## config.mk

```make
export PLATFORM = sky130hd
export DESIGN_NAME = coleman_liau_readability
export DESIGN_NICKNAME = d
export VERILOG_FILES = /design/src/rtl/core/clr_pkg.sv /design/src/rtl/core/clr_front.sv /design/src/rtl/core/clr_queue.sv /design/src/rtl/core/clr_back.sv /design/src/rtl/core/coleman_liau_readability.sv
export VERILOG_INCLUDE_DIRS = /design/src /design/src/rtl/core
export SDC_FILE = /design/constraint.sdc
export NUM_CORES = 1
export LEC_CHECK = 0
export BUFFER_PORTS_ARGS = -buffer_cell sky130_fd_sc_hd__buf_2
export CAP_MARGIN = 20
export CORE_ASPECT_RATIO = 0.6
export CORE_MARGIN = 1
export CORE_UTILIZATION = 30
export CTS_CLUSTER_SIZE = 40
export DETAILED_ROUTE_END_ITERATION = 8
export GPL_ROUTABILITY_DRIVEN = 1
export PLACE_DENSITY = 0.45
export SYNTH_ARGS = -nofsm -noshare
export SYNTH_HDL_FRONTEND = slang
export SYNTH_SLANG_ARGS = --single-unit
```

## constraint.sdc

```tcl
create_clock -name clk -period 8.7 [get_ports clk]
set_input_delay 0 -clock clk [delete_from_list [all_inputs] [get_ports clk]]
set_output_delay 0 -clock clk [all_outputs]
set_load 0.05 [all_outputs]
```

## src/rtl/core/assert_macros.svh

```systemverilog
// Assertion macros shared by the readability block's modules.
// Depends on nothing; each user provides clk and rst_n in scope.
`ifndef ASSERT_MACROS_SVH
`define ASSERT_MACROS_SVH

// Property checked on every rising edge outside reset.
`define ASSERT_CLK(label, prop, msg) \
  label: assert property (@(posedge clk) disable iff (!rst_n) (prop)) else $error(msg);

// Implication checked on every rising edge outside reset.
`define ASSERT_IMPL(label, ante, cons, msg) \
  label: assert property (@(posedge clk) disable iff (!rst_n) (ante) |-> (cons)) \
    else $error(msg);

// Next-cycle implication checked outside reset.
`define ASSERT_NEXT(label, ante, cons, msg) \
  label: assert property (@(posedge clk) disable iff (!rst_n) (ante) |=> (cons)) \
    else $error(msg);

`endif

```

## src/rtl/core/clr_pkg.sv

```systemverilog
// Package for the Coleman-Liau readability block: widths, coefficients,
// character codes and the back-end state type. Depends on nothing.
package clr_pkg;

  // Default counter width.
  localparam int DEF_COUNT_BITS = 16;

  // Result field widths.
  localparam int RAW_W  = 22;
  localparam int BAND_W = 5;
  localparam int LTOT_W = 16;
  localparam int WTOT_W = 17;
  localparam int STOT_W = 16;

  // Coefficients scaled by 100: index is 588*L - 2960*S - 1580*W over 100*W.
  localparam int COEF_LETTER = 588;
  localparam int COEF_MARK   = 2960;
  localparam int COEF_WORD   = 1580;
  localparam int COEF_DEN    = 100;

  // Top grade band.
  localparam int BAND_MAX = 16;

  // Character codes.
  localparam logic [7:0] CH_SPACE = 8'h20;
  localparam logic [7:0] CH_DOT   = 8'h2E;
  localparam logic [7:0] CH_BANG  = 8'h21;
  localparam logic [7:0] CH_QUEST = 8'h3F;
  localparam logic [7:0] CH_UP_A  = 8'h41;
  localparam logic [7:0] CH_UP_Z  = 8'h5A;
  localparam logic [7:0] CH_LO_A  = 8'h61;
  localparam logic [7:0] CH_LO_Z  = 8'h7A;

  // Back-end sequencer states.
  typedef enum logic [2:0] {
    BK_IDLE,
    BK_MUL,
    BK_SUM,
    BK_DIV,
    BK_FIN,
    BK_DONE
  } back_state_t;

endpackage

```

## src/rtl/core/clr_front.sv

```systemverilog
// Front end: classifies text bytes and keeps saturating counters.
// Depends on clr_pkg; hands a count snapshot to the queue on the final byte.
`include "assert_macros.svh"

module clr_front #(
  parameter int COUNT_BITS = clr_pkg::DEF_COUNT_BITS
) (
  input  logic                    clk,
  input  logic                    rst_n,
  input  logic                    in_valid,
  output logic                    in_ready,
  input  logic [7:0]              in_text_byte,
  input  logic                    in_end_of_text,
  input  logic                    push_ready,
  output logic                    push_valid,
  output logic [3*COUNT_BITS-1:0] push_data
);
  import clr_pkg::*;

  localparam logic [COUNT_BITS-1:0] CNT_MAX = '1;

  logic [COUNT_BITS-1:0] letters_r, letters_nxt;
  logic [COUNT_BITS-1:0] spaces_r, spaces_nxt;
  logic [COUNT_BITS-1:0] marks_r, marks_nxt;
  logic                  is_letter, is_space, is_mark;
  logic                  accept;

  // Bytes are taken whenever the queue has room for a snapshot.
  assign in_ready = push_ready;
  assign accept   = in_valid && in_ready;

  // Classify the incoming character.
  always_comb begin
    is_letter = in_text_byte inside {[CH_UP_A:CH_UP_Z], [CH_LO_A:CH_LO_Z]};
    is_space  = (in_text_byte == CH_SPACE);
    is_mark   = in_text_byte inside {CH_DOT, CH_BANG, CH_QUEST};
  end

  // Saturating counts including the current beat.
  always_comb begin
    letters_nxt = letters_r;
    spaces_nxt  = spaces_r;
    marks_nxt   = marks_r;
    if (is_letter && letters_r != CNT_MAX) begin
      letters_nxt = letters_r + 1'b1;
    end
    if (is_space && spaces_r != CNT_MAX) begin
      spaces_nxt = spaces_r + 1'b1;
    end
    if (is_mark && marks_r != CNT_MAX) begin
      marks_nxt = marks_r + 1'b1;
    end
  end

  // The final beat pushes its updated counts.
  assign push_valid = accept && in_end_of_text;
  assign push_data  = {letters_nxt, spaces_nxt, marks_nxt};

  // Counters restart after the final beat.
  always_ff @(posedge clk) begin
    if (!rst_n) begin
      letters_r <= '0;
      spaces_r  <= '0;
      marks_r   <= '0;
    end else if (accept) begin
      if (in_end_of_text) begin
        letters_r <= '0;
        spaces_r  <= '0;
        marks_r   <= '0;
      end else begin
        letters_r <= letters_nxt;
        spaces_r  <= spaces_nxt;
        marks_r   <= marks_nxt;
      end
    end
  end

  `ASSERT_NEXT(a_clear_after_end, accept && in_end_of_text,
    letters_r == '0 && spaces_r == '0 && marks_r == '0, "counters not cleared after final beat")

endmodule

```

## src/rtl/core/clr_queue.sv

```systemverilog
// Two-entry queue of count snapshots between the front and back ends.
// Depends on clr_pkg only for the default snapshot width.
`include "assert_macros.svh"

module clr_queue #(
  parameter int WIDTH = 3 * clr_pkg::DEF_COUNT_BITS
) (
  input  logic             clk,
  input  logic             rst_n,
  input  logic             push_valid,
  output logic             push_ready,
  input  logic [WIDTH-1:0] push_data,
  output logic             pop_valid,
  input  logic             pop_ready,
  output logic [WIDTH-1:0] pop_data
);
  import clr_pkg::*;

  logic [WIDTH-1:0] slot_r [2];
  logic             wr_ptr_r, rd_ptr_r;
  logic [1:0]       cnt_r;
  logic             do_push, do_pop;

  assign push_ready = (cnt_r != 2'd2);
  assign pop_valid  = (cnt_r != 2'd0);
  assign pop_data   = slot_r[rd_ptr_r];
  assign do_push    = push_valid && push_ready;
  assign do_pop     = pop_valid && pop_ready;

  // Snapshot storage.
  always_ff @(posedge clk) begin
    if (do_push) begin
      slot_r[wr_ptr_r] <= push_data;
    end
  end

  // Pointers and fill count.
  always_ff @(posedge clk) begin
    if (!rst_n) begin
      wr_ptr_r <= 1'b0;
      rd_ptr_r <= 1'b0;
      cnt_r    <= 2'd0;
    end else begin
      if (do_push) begin
        wr_ptr_r <= ~wr_ptr_r;
      end
      if (do_pop) begin
        rd_ptr_r <= ~rd_ptr_r;
      end
      if (do_push && !do_pop) begin
        cnt_r <= cnt_r + 2'd1;
      end else if (do_pop && !do_push) begin
        cnt_r <= cnt_r - 2'd1;
      end
    end
  end

  `ASSERT_CLK(a_fill_range, cnt_r != 2'd3, "queue fill count out of range")
  `ASSERT_IMPL(a_ptr_match, cnt_r == 2'd0 || cnt_r == 2'd2, wr_ptr_r == rd_ptr_r,
    "queue pointers disagree with fill count")

endmodule

```

## src/rtl/core/clr_back.sv

```systemverilog
// Back end: scales the counts, divides bit-serially with rounding and
// holds the result beat. Depends on clr_pkg.
`include "assert_macros.svh"

module clr_back #(
  parameter int COUNT_BITS = clr_pkg::DEF_COUNT_BITS
) (
  input  logic                           clk,
  input  logic                           rst_n,
  input  logic                           pop_valid,
  output logic                           pop_ready,
  input  logic [3*COUNT_BITS-1:0]        pop_data,
  output logic                           out_valid,
  input  logic                           out_ready,
  output logic signed [clr_pkg::RAW_W-1:0]  out_raw_index,
  output logic [clr_pkg::BAND_W-1:0]     out_grade_band,
  output logic [clr_pkg::LTOT_W-1:0]     out_letter_total,
  output logic [clr_pkg::WTOT_W-1:0]     out_word_total,
  output logic [clr_pkg::STOT_W-1:0]     out_sentence_total
);
  import clr_pkg::*;

  localparam int CB   = COUNT_BITS;
  localparam int PLW  = CB + 10;   // 588 * letters
  localparam int PSW  = CB + 12;   // 2960 * marks
  localparam int PWW  = CB + 12;   // 1580 * words
  localparam int DENW = CB + 8;    // 100 * words
  localparam int NUMW = CB + 14;   // signed numerator
  localparam int MAGW = CB + 13;   // numerator magnitude
  localparam int DW   = CB + 15;   // rounded dividend, quotient width
  localparam int VW   = CB + 9;    // divisor 200 * words
  localparam int STW  = $clog2(DW + 1);

  back_state_t state_r, state_nxt;

  logic [CB-1:0]          l_r, s_r;
  logic [CB:0]            w_r;
  logic [PLW-1:0]         pl_r;
  logic [PSW-1:0]         ps_r;
  logic [PWW-1:0]         pw_r;
  logic [DENW-1:0]        den_r;
  logic                   neg_r;
  logic [VW-1:0]          div_r;
  logic [VW-1:0]          rem_r;
  logic [DW-1:0]          dq_r;
  logic [STW-1:0]         step_r;
  logic                   out_valid_r;
  logic signed [RAW_W-1:0] raw_r;
  logic [BAND_W-1:0]      band_r;
  logic [LTOT_W-1:0]      ltot_r;
  logic [WTOT_W-1:0]      wtot_r;
  logic [STOT_W-1:0]      stot_r;

  logic signed [NUMW-1:0] num;
  logic [MAGW-1:0]        mag;
  logic [VW:0]            trial;
  logic                   trial_ge;
  logic [DW:0]            idx;
  logic [BAND_W-1:0]      band;
  logic [CB+LTOT_W-1:0]   l_ext;
  logic [CB+WTOT_W:0]     w_ext;
  logic [CB+STOT_W-1:0]   s_ext;

  // Sequencer state register.
  always_ff @(posedge clk) begin
    if (!rst_n) begin
      state_r <= BK_IDLE;
    end else begin
      state_r <= state_nxt;
    end
  end

  // Next state and queue pop.
  always_comb begin
    state_nxt = state_r;
    pop_ready = 1'b0;
    case (state_r)
      BK_IDLE: begin
        pop_ready = 1'b1;
        if (pop_valid) begin
          state_nxt = BK_MUL;
        end
      end
      BK_MUL: state_nxt = BK_SUM;
      BK_SUM: state_nxt = BK_DIV;
      BK_DIV: begin
        if (step_r == STW'(DW - 1)) begin
          state_nxt = BK_FIN;
        end
      end
      BK_FIN: state_nxt = BK_DONE;
      BK_DONE: begin
        if (out_ready) begin
          state_nxt = BK_IDLE;
        end
      end
      default: state_nxt = BK_IDLE;
    endcase
  end

  // Signed numerator and its magnitude.
  always_comb begin
    num = $signed(NUMW'(pl_r)) - $signed(NUMW'(ps_r)) - $signed(NUMW'(pw_r));
    if (num[NUMW-1]) begin
      mag = MAGW'(-num);
    end else begin
      mag = MAGW'(num);
    end
  end

  // One restoring division step.
  always_comb begin
    trial    = {rem_r, dq_r[DW-1]};
    trial_ge = (trial >= {1'b0, div_r});
  end

  // Signed rounded index and its grade band.
  always_comb begin
    if (neg_r) begin
      idx = -{1'b0, dq_r};
    end else begin
      idx = {1'b0, dq_r};
    end
    if (neg_r || dq_r == '0) begin
      band = '0;
    end else if (dq_r >= DW'(BAND_MAX)) begin
      band = BAND_W'(BAND_MAX);
    end else begin
      band = dq_r[BAND_W-1:0];
    end
    l_ext = {{LTOT_W{1'b0}}, l_r};
    w_ext = {{WTOT_W{1'b0}}, w_r};
    s_ext = {{STOT_W{1'b0}}, s_r};
  end

  // Datapath registers.
  always_ff @(posedge clk) begin
    case (state_r)
      BK_IDLE: begin
        if (pop_valid) begin
          l_r <= pop_data[3*CB-1:2*CB];
          w_r <= {1'b0, pop_data[2*CB-1:CB]} + 1'b1;
          s_r <= pop_data[CB-1:0];
        end
      end
      BK_MUL: begin
        pl_r  <= PLW'(l_r) * PLW'(COEF_LETTER);
        ps_r  <= PSW'(s_r) * PSW'(COEF_MARK);
        pw_r  <= PWW'(w_r) * PWW'(COEF_WORD);
        den_r <= DENW'(w_r) * DENW'(COEF_DEN);
      end
      BK_SUM: begin
        neg_r <= num[NUMW-1];
        dq_r  <= {mag, 1'b0} + DW'(den_r);
        div_r <= {den_r, 1'b0};
        rem_r <= '0;
      end
      BK_DIV: begin
        if (trial_ge) begin
          rem_r <= VW'(trial - {1'b0, div_r});
        end else begin
          rem_r <= VW'(trial);
        end
        dq_r <= {dq_r[DW-2:0], trial_ge};
      end
      BK_FIN: begin
        raw_r  <= idx[RAW_W-1:0];
        band_r <= band;
        ltot_r <= l_ext[LTOT_W-1:0];
        wtot_r <= w_ext[WTOT_W-1:0];
        stot_r <= s_ext[STOT_W-1:0];
      end
      default: begin
      end
    endcase
  end

  // Division step counter and result valid flag.
  always_ff @(posedge clk) begin
    if (!rst_n) begin
      step_r      <= '0;
      out_valid_r <= 1'b0;
    end else begin
      if (state_r == BK_DIV) begin
        step_r <= step_r + 1'b1;
      end else begin
        step_r <= '0;
      end
      if (state_r == BK_FIN) begin
        out_valid_r <= 1'b1;
      end else if (out_valid_r && out_ready) begin
        out_valid_r <= 1'b0;
      end
    end
  end

  assign out_valid          = out_valid_r;
  assign out_raw_index      = raw_r;
  assign out_grade_band     = band_r;
  assign out_letter_total   = ltot_r;
  assign out_word_total     = wtot_r;
  assign out_sentence_total = stot_r;

  `ASSERT_IMPL(a_valid_in_done, out_valid_r, state_r == BK_DONE,
    "result beat shown outside the done state")
  `ASSERT_IMPL(a_step_bound, state_r == BK_DIV, step_r < STW'(DW),
    "division ran past its step count")

endmodule

```

## src/rtl/core/coleman_liau_readability.sv

```systemverilog
// Coleman-Liau readability: one text byte per cycle while the queue has
// room for a snapshot; each result comes from the bit-serial divider
// (COUNT_BITS + 15 steps). The back end takes a new text once its result
// is taken; a two-entry queue lets the front keep taking bytes meanwhile.
// Reset (synchronous, rst_n low) clears counters, queue and sequencer.
// Depends on clr_pkg, clr_front, clr_queue and clr_back.

module coleman_liau_readability #(
  parameter int COUNT_BITS = clr_pkg::DEF_COUNT_BITS
) (
  input  logic                              clk,
  input  logic                              rst_n,
  input  logic                              in_valid,
  output logic                              in_ready,
  input  logic [7:0]                        in_text_byte,
  input  logic                              in_end_of_text,
  output logic                              out_valid,
  input  logic                              out_ready,
  output logic signed [clr_pkg::RAW_W-1:0]  out_raw_index,
  output logic [clr_pkg::BAND_W-1:0]        out_grade_band,
  output logic [clr_pkg::LTOT_W-1:0]        out_letter_total,
  output logic [clr_pkg::WTOT_W-1:0]        out_word_total,
  output logic [clr_pkg::STOT_W-1:0]        out_sentence_total
);
  import clr_pkg::*;

  localparam int SNAP_W = 3 * COUNT_BITS;

  logic              push_valid, push_ready;
  logic [SNAP_W-1:0] push_data;
  logic              pop_valid, pop_ready;
  logic [SNAP_W-1:0] pop_data;

  // Byte classification and counting.
  clr_front #(
    .COUNT_BITS(COUNT_BITS)
  ) u_front (
    .clk           (clk),
    .rst_n         (rst_n),
    .in_valid      (in_valid),
    .in_ready      (in_ready),
    .in_text_byte  (in_text_byte),
    .in_end_of_text(in_end_of_text),
    .push_ready    (push_ready),
    .push_valid    (push_valid),
    .push_data     (push_data)
  );

  // Snapshot queue between the two halves.
  clr_queue #(
    .WIDTH(SNAP_W)
  ) u_queue (
    .clk       (clk),
    .rst_n     (rst_n),
    .push_valid(push_valid),
    .push_ready(push_ready),
    .push_data (push_data),
    .pop_valid (pop_valid),
    .pop_ready (pop_ready),
    .pop_data  (pop_data)
  );

  // Index arithmetic and result register.
  clr_back #(
    .COUNT_BITS(COUNT_BITS)
  ) u_back (
    .clk               (clk),
    .rst_n             (rst_n),
    .pop_valid         (pop_valid),
    .pop_ready         (pop_ready),
    .pop_data          (pop_data),
    .out_valid         (out_valid),
    .out_ready         (out_ready),
    .out_raw_index     (out_raw_index),
    .out_grade_band    (out_grade_band),
    .out_letter_total  (out_letter_total),
    .out_word_total    (out_word_total),
    .out_sentence_total(out_sentence_total)
  );

endmodule
```

==> flow_metrics.env, run 1 <==
export IMPL_dieArea_mm2=0.106
export IMPL_routed_via_count=21300
export IMPL_cts_made_buffers=51
export IMPL_post_route_period_util_pct=93.7
export IMPL_fp_row_count=91
export IMPL_timing_hold_ws_ns=0.0724
export IMPL_tritoncts="done"
export IMPL_syn_instance_count=2950
export IMPL_status="completed"
export IMPL_start_kind="register"
export IMPL_synth_enable_flop_cells=395
export IMPL_path_clk_slew_ns=0.06
export IMPL_drt_wirelength_per_cell_um=17.9
export IMPL_via_count_of_the_first_global_routing_pass=19800
export IMPL_hold_start="in_text_byte[5]"
export IMPL_first_pass_iters=5
export IMPL_worst_endpoint_required_ns=9.06
export IMPL_grt_antenna_before_repair=1
export IMPL_timing_slew_headroom_pct=25.0
export IMPL_final_max_slew_viols=0
export IMPL_seq_area_mm2=0.0131
export IMPL_io_pin_count=91
export IMPL_cts_buffer_depth=3
export IMPL_path_buf_inv=2
export IMPL_detailed_place_hpwl_mm=61.8
export IMPL_crit_path_start="u_back.pl_r[4]"
export IMPL_setup_worst_path_end_class="register"
export IMPL_routed_wl_mm=80.3
export IMPL_worst_path_largest_cell_delay_ns=0.50
export IMPL_crit_arrival_ns=8.51
export IMPL_multi_input_comb_area_mm2=0.0167
export IMPL_async_flop_share_pct=0
export IMPL_netlist_area_mm2=0.0315
export IMPL_synth_warn=0
export IMPL_drive_above_1_share_pct=9.70
export IMPL_dominant_register_cell_in_the_synthesized_netlist="sky130_fd_sc_hd__edfxtp_1"
export IMPL_r2r_start="u_back.pl_r[4]"
export IMPL_clk_root_buffer_cell="sky130_fd_sc_hd__clkbuf_16"
export IMPL_synth_seq_cells=457
export IMPL_dieHeight_um=253
export IMPL_overflow=0
export IMPL_relative_area_change_from_synthesis_to_final_layout_pct=13.0
export IMPL_clock_sink_total=457
export IMPL_cp_slowest_cell="sky130_fd_sc_hd__or3b_2"
export IMPL_start_util_pct=30.5
export IMPL_grt_usage_pct=15.0
export IMPL_grt_setup_unrepaired="yes"
export IMPL_crit_fanout=11
export IMPL_worst_clock_skew_ns=0.0243
export IMPL_place_ws_ns=0.143
export IMPL_timing_hold_violations_final=0
export IMPL_seq_area_frac_synth_pct=41.6
export IMPL_drt_vias_per_instance=4.72
export IMPL_first_iter_violations=1243
export IMPL_core_area_mm2=0.103
export IMPL_pin_count_of_the_biggest_net_entering_global_routing=75
export IMPL_detail_route_antenna_nets=0
export IMPL_max_cap_violations=0
export IMPL_layout_setup_ws_ns=0.549
export IMPL_num_nets_final=3522
export IMPL_synth_distinct_cells=100
export IMPL_crit_type="register to register"
export IMPL_holdCritPathClass="input port to register"
export IMPL_clock_fmax_mhz=123
export IMPL_final_setup_tns_ns=0
export IMPL_number_of_buffer_cells_added_on_primary_ports=90
export IMPL_dieWidth_um=420
export IMPL_crit_family="compound AO/OA/AOI/OAI gates"
export IMPL_mean_syn_cell_area_um2=10.7
export IMPL_drt_drc_violations_left=0
export IMPL_synth_fp_nets=3410
export IMPL_worstMarginPinSlew_ns=1.10
export IMPL_timing_final_setup_violations=0
export IMPL_htree_depth=2
export IMPL_num_fill_cells=10500
export IMPL_grt_pass1_wl_mm=122
export IMPL_worst_r2r_setup_slack_ns=0.55
export IMPL_finalCriticalPeriod_ns=8.15
export IMPL_clk_latency_ns=0.63
export IMPL_routabilityCongestion=0.806
==> state kept, by name, indices dropped and copies added (netlist names), 17 cells and up, named ones only <==
name / count
u_back.w_r: 17
u_back.out_raw_index: 22
u_back.div_r: 22
u_back.out_word_total: 17
u_queue.slot_r: 96
u_back.ps_r: 24
u_back.dq_r: 31
u_back.rem_r: 25
u_back.pl_r: 24
u_back.den_r: 21
u_back.pw_r: 26
==> cells in the final DEF, fill, tap and decap left out, types with 10 or more instances in the layout <==
cell type                     n
sky130_fd_sc_hd__buf_4       29
sky130_fd_sc_hd__o31ai_1     21
sky130_fd_sc_hd__xnor2_1    157
sky130_fd_sc_hd__dfxtp_1     61
sky130_fd_sc_hd__a21boi_0    26
sky130_fd_sc_hd__and3_1      43
sky130_fd_sc_hd__nor4_1      15
sky130_fd_sc_hd__nand2_1    124
sky130_fd_sc_hd__clkinv_2    11
sky130_fd_sc_hd__or2_2       20
sky130_fd_sc_hd__o21a_1      23
sky130_fd_sc_hd__inv_1      404
sky130_fd_sc_hd__mux2_2      37
sky130_fd_sc_hd__ha_1       330
sky130_fd_sc_hd__a211oi_1    12
sky130_fd_sc_hd__nand3_1     58
sky130_fd_sc_hd__nand4_1     14
sky130_fd_sc_hd__fa_1       115
sky130_fd_sc_hd__mux2i_1     23
sky130_fd_sc_hd__a21o_1      42
sky130_fd_sc_hd__or3_1       31
sky130_fd_sc_hd__nor2_1     176
sky130_fd_sc_hd__a21oi_1    152
sky130_fd_sc_hd__edfxtp_1   395
sky130_fd_sc_hd__nor2b_1     76
sky130_fd_sc_hd__buf_2       90
sky130_fd_sc_hd__nand2b_1    24
sky130_fd_sc_hd__o21ai_0    121
sky130_fd_sc_hd__a22oi_1     36
sky130_fd_sc_hd__a32oi_1     10
sky130_fd_sc_hd__xor2_1      69
sky130_fd_sc_hd__clkbuf_16   51
sky130_fd_sc_hd__bufinv_16   10
sky130_fd_sc_hd__o211ai_1    14
sky130_fd_sc_hd__o21bai_1    20
sky130_fd_sc_hd__nor3_1      40
sky130_fd_sc_hd__and2_1      21
sky130_fd_sc_hd__a31oi_1     15
==> cell usage after synthesis (13+ instances only) <==
cell type / number / area, um2
sky130_fd_sc_hd__xor2_1: 69 / 604
sky130_fd_sc_hd__nor4_1: 15 / 93.8
sky130_fd_sc_hd__a22oi_1: 36 / 270
sky130_fd_sc_hd__o21bai_1: 20 / 150
sky130_fd_sc_hd__a211oi_1: 13 / 97.6
sky130_fd_sc_hd__nand3_1: 58 / 290
sky130_fd_sc_hd__or3_1: 31 / 194
sky130_fd_sc_hd__nand4_1: 14 / 87.6
sky130_fd_sc_hd__a21boi_0: 27 / 203
sky130_fd_sc_hd__xnor2_1: 157 / 1380
sky130_fd_sc_hd__inv_1: 406 / 1520
sky130_fd_sc_hd__a31oi_1: 16 / 100
sky130_fd_sc_hd__o31ai_1: 22 / 165
sky130_fd_sc_hd__clkbuf_1: 50 / 188
sky130_fd_sc_hd__o21a_1: 23 / 173
sky130_fd_sc_hd__nand2b_1: 24 / 150
sky130_fd_sc_hd__dfxtp_1: 62 / 1240
sky130_fd_sc_hd__nor3_1: 41 / 205
sky130_fd_sc_hd__edfxtp_1: 395 / 11900
sky130_fd_sc_hd__o211ai_1: 14 / 105
sky130_fd_sc_hd__mux2_2: 37 / 417
sky130_fd_sc_hd__o21ai_0: 127 / 636
sky130_fd_sc_hd__fa_1: 116 / 2320
sky130_fd_sc_hd__a21o_1: 42 / 315
sky130_fd_sc_hd__ha_1: 331 / 4140
sky130_fd_sc_hd__nand2_1: 124 / 465
sky130_fd_sc_hd__and2_1: 21 / 131
sky130_fd_sc_hd__and3_1: 46 / 288
sky130_fd_sc_hd__nor2_1: 178 / 668
sky130_fd_sc_hd__nor2b_1: 76 / 475
sky130_fd_sc_hd__mux2i_1: 23 / 230
sky130_fd_sc_hd__or2_2: 20 / 125
sky130_fd_sc_hd__a21oi_1: 154 / 771
==> per-layer routing <==
metal	wire length, um	GRT usage (%)	up-vias
li1	-	-	10700
met1	47500	26.4	10200
met2	28000	17.9	334
met3	3860	2.56	67
met4	989	2.46	0
met5	0	0	-
==> tightest hold or removal path, stage by stage <==
cell                      delay, ns
sky130_fd_sc_hd__buf_2         0.09
sky130_fd_sc_hd__nand2_1       0.08
sky130_fd_sc_hd__a21oi_1       0.05
sky130_fd_sc_hd__nand2_1       0.18
sky130_fd_sc_hd__nand2_1       0.08
sky130_fd_sc_hd__nand2_1       0.10
==> final timing paths <==
path | end | cells past startpoint
max reg2reg | u_back.dq_r[29] | 36
max | u_back.dq_r[29] | 36
min | u_queue.slot_r[0][1] | 6
min reg2reg | u_back.step_r[0] | 1
==> stage by stage <==
step                      cell area [um2]  util [%]  std cells
final                               35600      34.4       4499
after detailed placement            33600      32.5       4392
after global routing                35600      34.4       4498
after floorplan                     31500         -       2950
after global placement              33600      32.5       4392
after CTS                           35500      34.3       4492
==> kinds of logic (layout without fill, tap and decap cells) <==
logic type	after synthesis	count (layout)	synth area share, %
XOR/XNOR	226	226	6.28
AO/OA/AOI/OAI	593	593	12.5
flip-flops	457	457	41.6
multiplexers	60	60	2.05
adder cells (fa/ha/maj)	447	447	20.5
buffers and inverters	475	628	5.77
AND/OR/NAND/NOR	692	692	11.3
other	0	1	0
==> repair_timing <==
item	in CTS	in global routing
hold buffers	6	0
setup endpoints to repair	0	9
endpoints found under the hold margin	6	0
gates resized for setup	0	18
setup buffers	0	6
==> layout make-up <==
cell class	instances	share of cell area, %
multi-input combinational	2018	46.8
sequential	457	36.8
tap	1395	4.91
inverter	408	4.30
clock buffer	58	3.66
timing repair buffer	126	2.08
clock inverter	36	1.40
antenna	1	0.00703
Power of run 1 is left out: the tool's default activity adds up to more than one toggle a clock period on the data nets, which glitch-free logic cannot reach.
==> run 2, diff against run 1 <==
- ABC_AREA: unset -> 1
==> flow_metrics.env, run 2 <==
export IMPL_first_iter_violations=1473
export IMPL_timing_hold_violations_final=0
export IMPL_grt_antenna_before_repair=2
export IMPL_worst_r2r_setup_slack_ns=1.51
export IMPL_number_of_buffer_cells_added_on_primary_ports=90
export IMPL_path_buf_inv=2
export IMPL_num_fill_cells=10900
export IMPL_io_pin_count=91
export IMPL_synthSimpleGateAreaFrac_pct=14.8
export IMPL_top_register="u_queue.slot_r"
export IMPL_largest_reg_flops=96
export IMPL_mean_syn_cell_area_um2=9.41
export IMPL_worst_clock_skew_ns=0.0401
export IMPL_num_nets_final=3964
export IMPL_status="completed"
export IMPL_pin_count_of_the_biggest_net_entering_global_routing=67
export IMPL_hold_start="in_end_of_text"
export IMPL_crit_family="compound AO/OA/AOI/OAI gates"
export IMPL_timing_final_setup_violations=0
export IMPL_dieArea_mm2=0.107
export IMPL_cts_made_buffers=49
export IMPL_timing_rr_end="u_back.dq_r[28]"
export IMPL_r2r_start="u_back.pl_r[6]"
export IMPL_r2r_cells=39
export IMPL_crit_type="register to register"
export IMPL_globalRoute_busiestLayer="met1"
export IMPL_critical_path_most_common_cell="sky130_fd_sc_hd__nand2_1"
export IMPL_worst_path_largest_cell_delay_ns=0.36
export IMPL_finalCriticalPeriod_ns=7.19
export IMPL_clock_sink_total=457
export IMPL_clock_fmax_mhz=139
export IMPL_synth_top_cells_by_count="sky130_fd_sc_hd__inv_1, sky130_fd_sc_hd__nand2_1, sky130_fd_sc_hd__edfxtp_1"
export IMPL_routed_via_count=22400
export IMPL_synth_distinct_cells=57
export IMPL_path_clk_slew_ns=0.07
export IMPL_path_depth=39
export IMPL_timing_hold_worst_path_depth=4
export IMPL_holdCritPathClass="input port to register"
export IMPL_dieWidth_um=422
export IMPL_final_max_slew_viols=0
export IMPL_largest_registers="u_queue.slot_r (96), u_back.dq_r (31), u_back.pw_r (26)"
export IMPL_routabilityCongestion=0.863
export IMPL_global_route_usage_met2_pct=21.0
export IMPL_seq_area_frac_synth_pct=41.2
export IMPL_place_ws_ns=1.62
export IMPL_fp_row_count=92
export IMPL_tritoncts="done"
export IMPL_start_kind="register"
export IMPL_post_route_period_util_pct=82.6
export IMPL_setup_worst_path_end_class="register"
export IMPL_synthMuxAreaShare_pct=1.51
export IMPL_cp_slowest_cell="sky130_fd_sc_hd__edfxtp_1"
export IMPL_biggest_area_contributors_in_the_synthesized_netlist="sky130_fd_sc_hd__edfxtp_1, sky130_fd_sc_hd__ha_1, sky130_fd_sc_hd__inv_1"
export IMPL_worstMarginPinSlew_ns=0.894
export IMPL_synth_warn=0
export IMPL_synth_seq_cells=457
export IMPL_cts_buffer_depth=3
export IMPL_grt_pass1_wl_mm=129
export IMPL_netlist_area_mm2=0.0318
export IMPL_post_cts_resized=0
export IMPL_first_pass_iters=5
export IMPL_core_area_mm2=0.105
export IMPL_grt_setup_unrepaired="no"
export IMPL_main_combinational_cell_family_by_area_after_synthesis="adder cells"
export IMPL_final_setup_tns_ns=0
export IMPL_mostFrequentLayoutCells="sky130_fd_sc_hd__inv_1, sky130_fd_sc_hd__nand2_1, sky130_fd_sc_hd__edfxtp_1"
export IMPL_synthDominantAreaCellType="sky130_fd_sc_hd__edfxtp_1"
export IMPL_syn_instance_count=3382
export IMPL_layout_setup_ws_ns=1.51
export IMPL_relative_area_change_from_synthesis_to_final_layout_pct=12.2
export IMPL_via_count_of_the_first_global_routing_pass=21800
export IMPL_groute_layer_met1_usage_pct=25.0
export IMPL_post_synth_xor_area_fraction_pct=6.28
export IMPL_clk_root_buffer_cell="sky130_fd_sc_hd__clkbuf_16"
export IMPL_timing_slew_headroom_pct=40.4
export IMPL_synth_compound_area_share_pct=7.78
export IMPL_grt_util_met3_pct=3.29
export IMPL_detail_route_antenna_nets=0
export IMPL_overflow=0
export IMPL_max_cap_violations=0
export IMPL_crit_arrival_ns=7.56
export IMPL_crit_fanout=26
export IMPL_synth_fp_nets=3842
export IMPL_async_flop_share_pct=0
export IMPL_synth_adder_area_share_pct=20.3
export IMPL_start_util_pct=30.3
export IMPL_hold_end="u_queue.wr_ptr_r"
export IMPL_dieHeight_um=254
export IMPL_synth_top_area_share_pct=37.3
export IMPL_htree_depth=2
export IMPL_synth_enable_flop_cells=395
export IMPL_grt_usage_pct=15.6
export IMPL_mostFrequentLayoutCell="sky130_fd_sc_hd__inv_1"
export IMPL_drt_wirelength_per_cell_um=16.7
export IMPL_clk_latency_ns=0.63
export IMPL_yosys_cell_count_top_type="sky130_fd_sc_hd__inv_1"
export IMPL_routed_wl_mm=82.8
export IMPL_drt_drc_violations_left=0
export IMPL_drt_vias_per_instance=4.52
export IMPL_detailed_place_hpwl_mm=64.7
export IMPL_dominant_register_cell_in_the_synthesized_netlist="sky130_fd_sc_hd__edfxtp_1"
export IMPL_drive_above_1_share_pct=9.14
export IMPL_worst_endpoint_required_ns=9.07
[run 2: cell type report]
type	instances	area [um2]	area share, %
clock inverters	29	279	0.781
clock buffers	63	1310	3.67
well taps	1410	1760	4.94
diodes	1	2.50	0.00701
flip-flops and latches	457	13100	36.7
inverters	651	2440	6.84
multi-input cells	2236	16200	45.3
repair buffers	109	623	1.75
[run 2: through the flow]
stage | area, um2 | util, % | hold slack [ns] | cells
after floorplan | 31800 | - | 0.138 | 3382
after global placement | 34000 | 32.4 | 0.324 | 4858
after detailed placement | 34000 | 32.4 | 0.327 | 4858
after CTS | 35700 | 33.9 | 0.0297 | 4954
after global routing | 35700 | 34.0 | 0.105 | 4955
final | 35700 | 34.0 | 0.0575 | 4956
[run 2: worst max path at each step]
stage	start	end	slack, ns
6_report	u_back.pl_r[6]	u_back.dq_r[28]	1.51
5_1_grt	u_back.pl_r[6]	u_back.dq_r[28]	0.83
4_1_cts	u_back.pl_r[6]	u_back.dq_r[28]	1.60
3_5_place_dp	u_back.pl_r[6]	u_back.dq_r[28]	1.62
3_3_place_gp	u_back.pl_r[6]	u_back.dq_r[28]	1.67
2_1_floorplan	u_back.ps_r[4]	u_back.dq_r[26]	2.62
[run 2: routing by layer]
layer	routed length [um]	part of all wire [%]	vias up
met5	0	0	-
li1	-	-	11400
met2	30900	37	374
met4	908	1.1	0
met1	46500	56	10600
met3	4510	5.4	63
[run 2: cells by family after synthesis]
group           after synthesis
xor+xnor                    228
flops                       457
mux                          44
buf+inv                     689
simple gates               1064
fa+ha+maj                   447
compound gates              453
[run 2: worst register-to-register path: cells and delay by family (launching register included)]
kind	cells	cell delay, ns
AO/OA/AOI/OAI	12	2.64
XOR/XNOR	2	0.33
adder cells (fa/ha/maj)	3	1.00
buffers and inverters	2	0.30
flip-flops	1	0.36
AND/OR/NAND/NOR	20	2.37
[run 2: timing repair]
action,in CTS,in global routing
setup buffers,0,0
hold buffers,4,0
hold endpoints to repair,14,0
Power of run 2 is left out for the same reason.
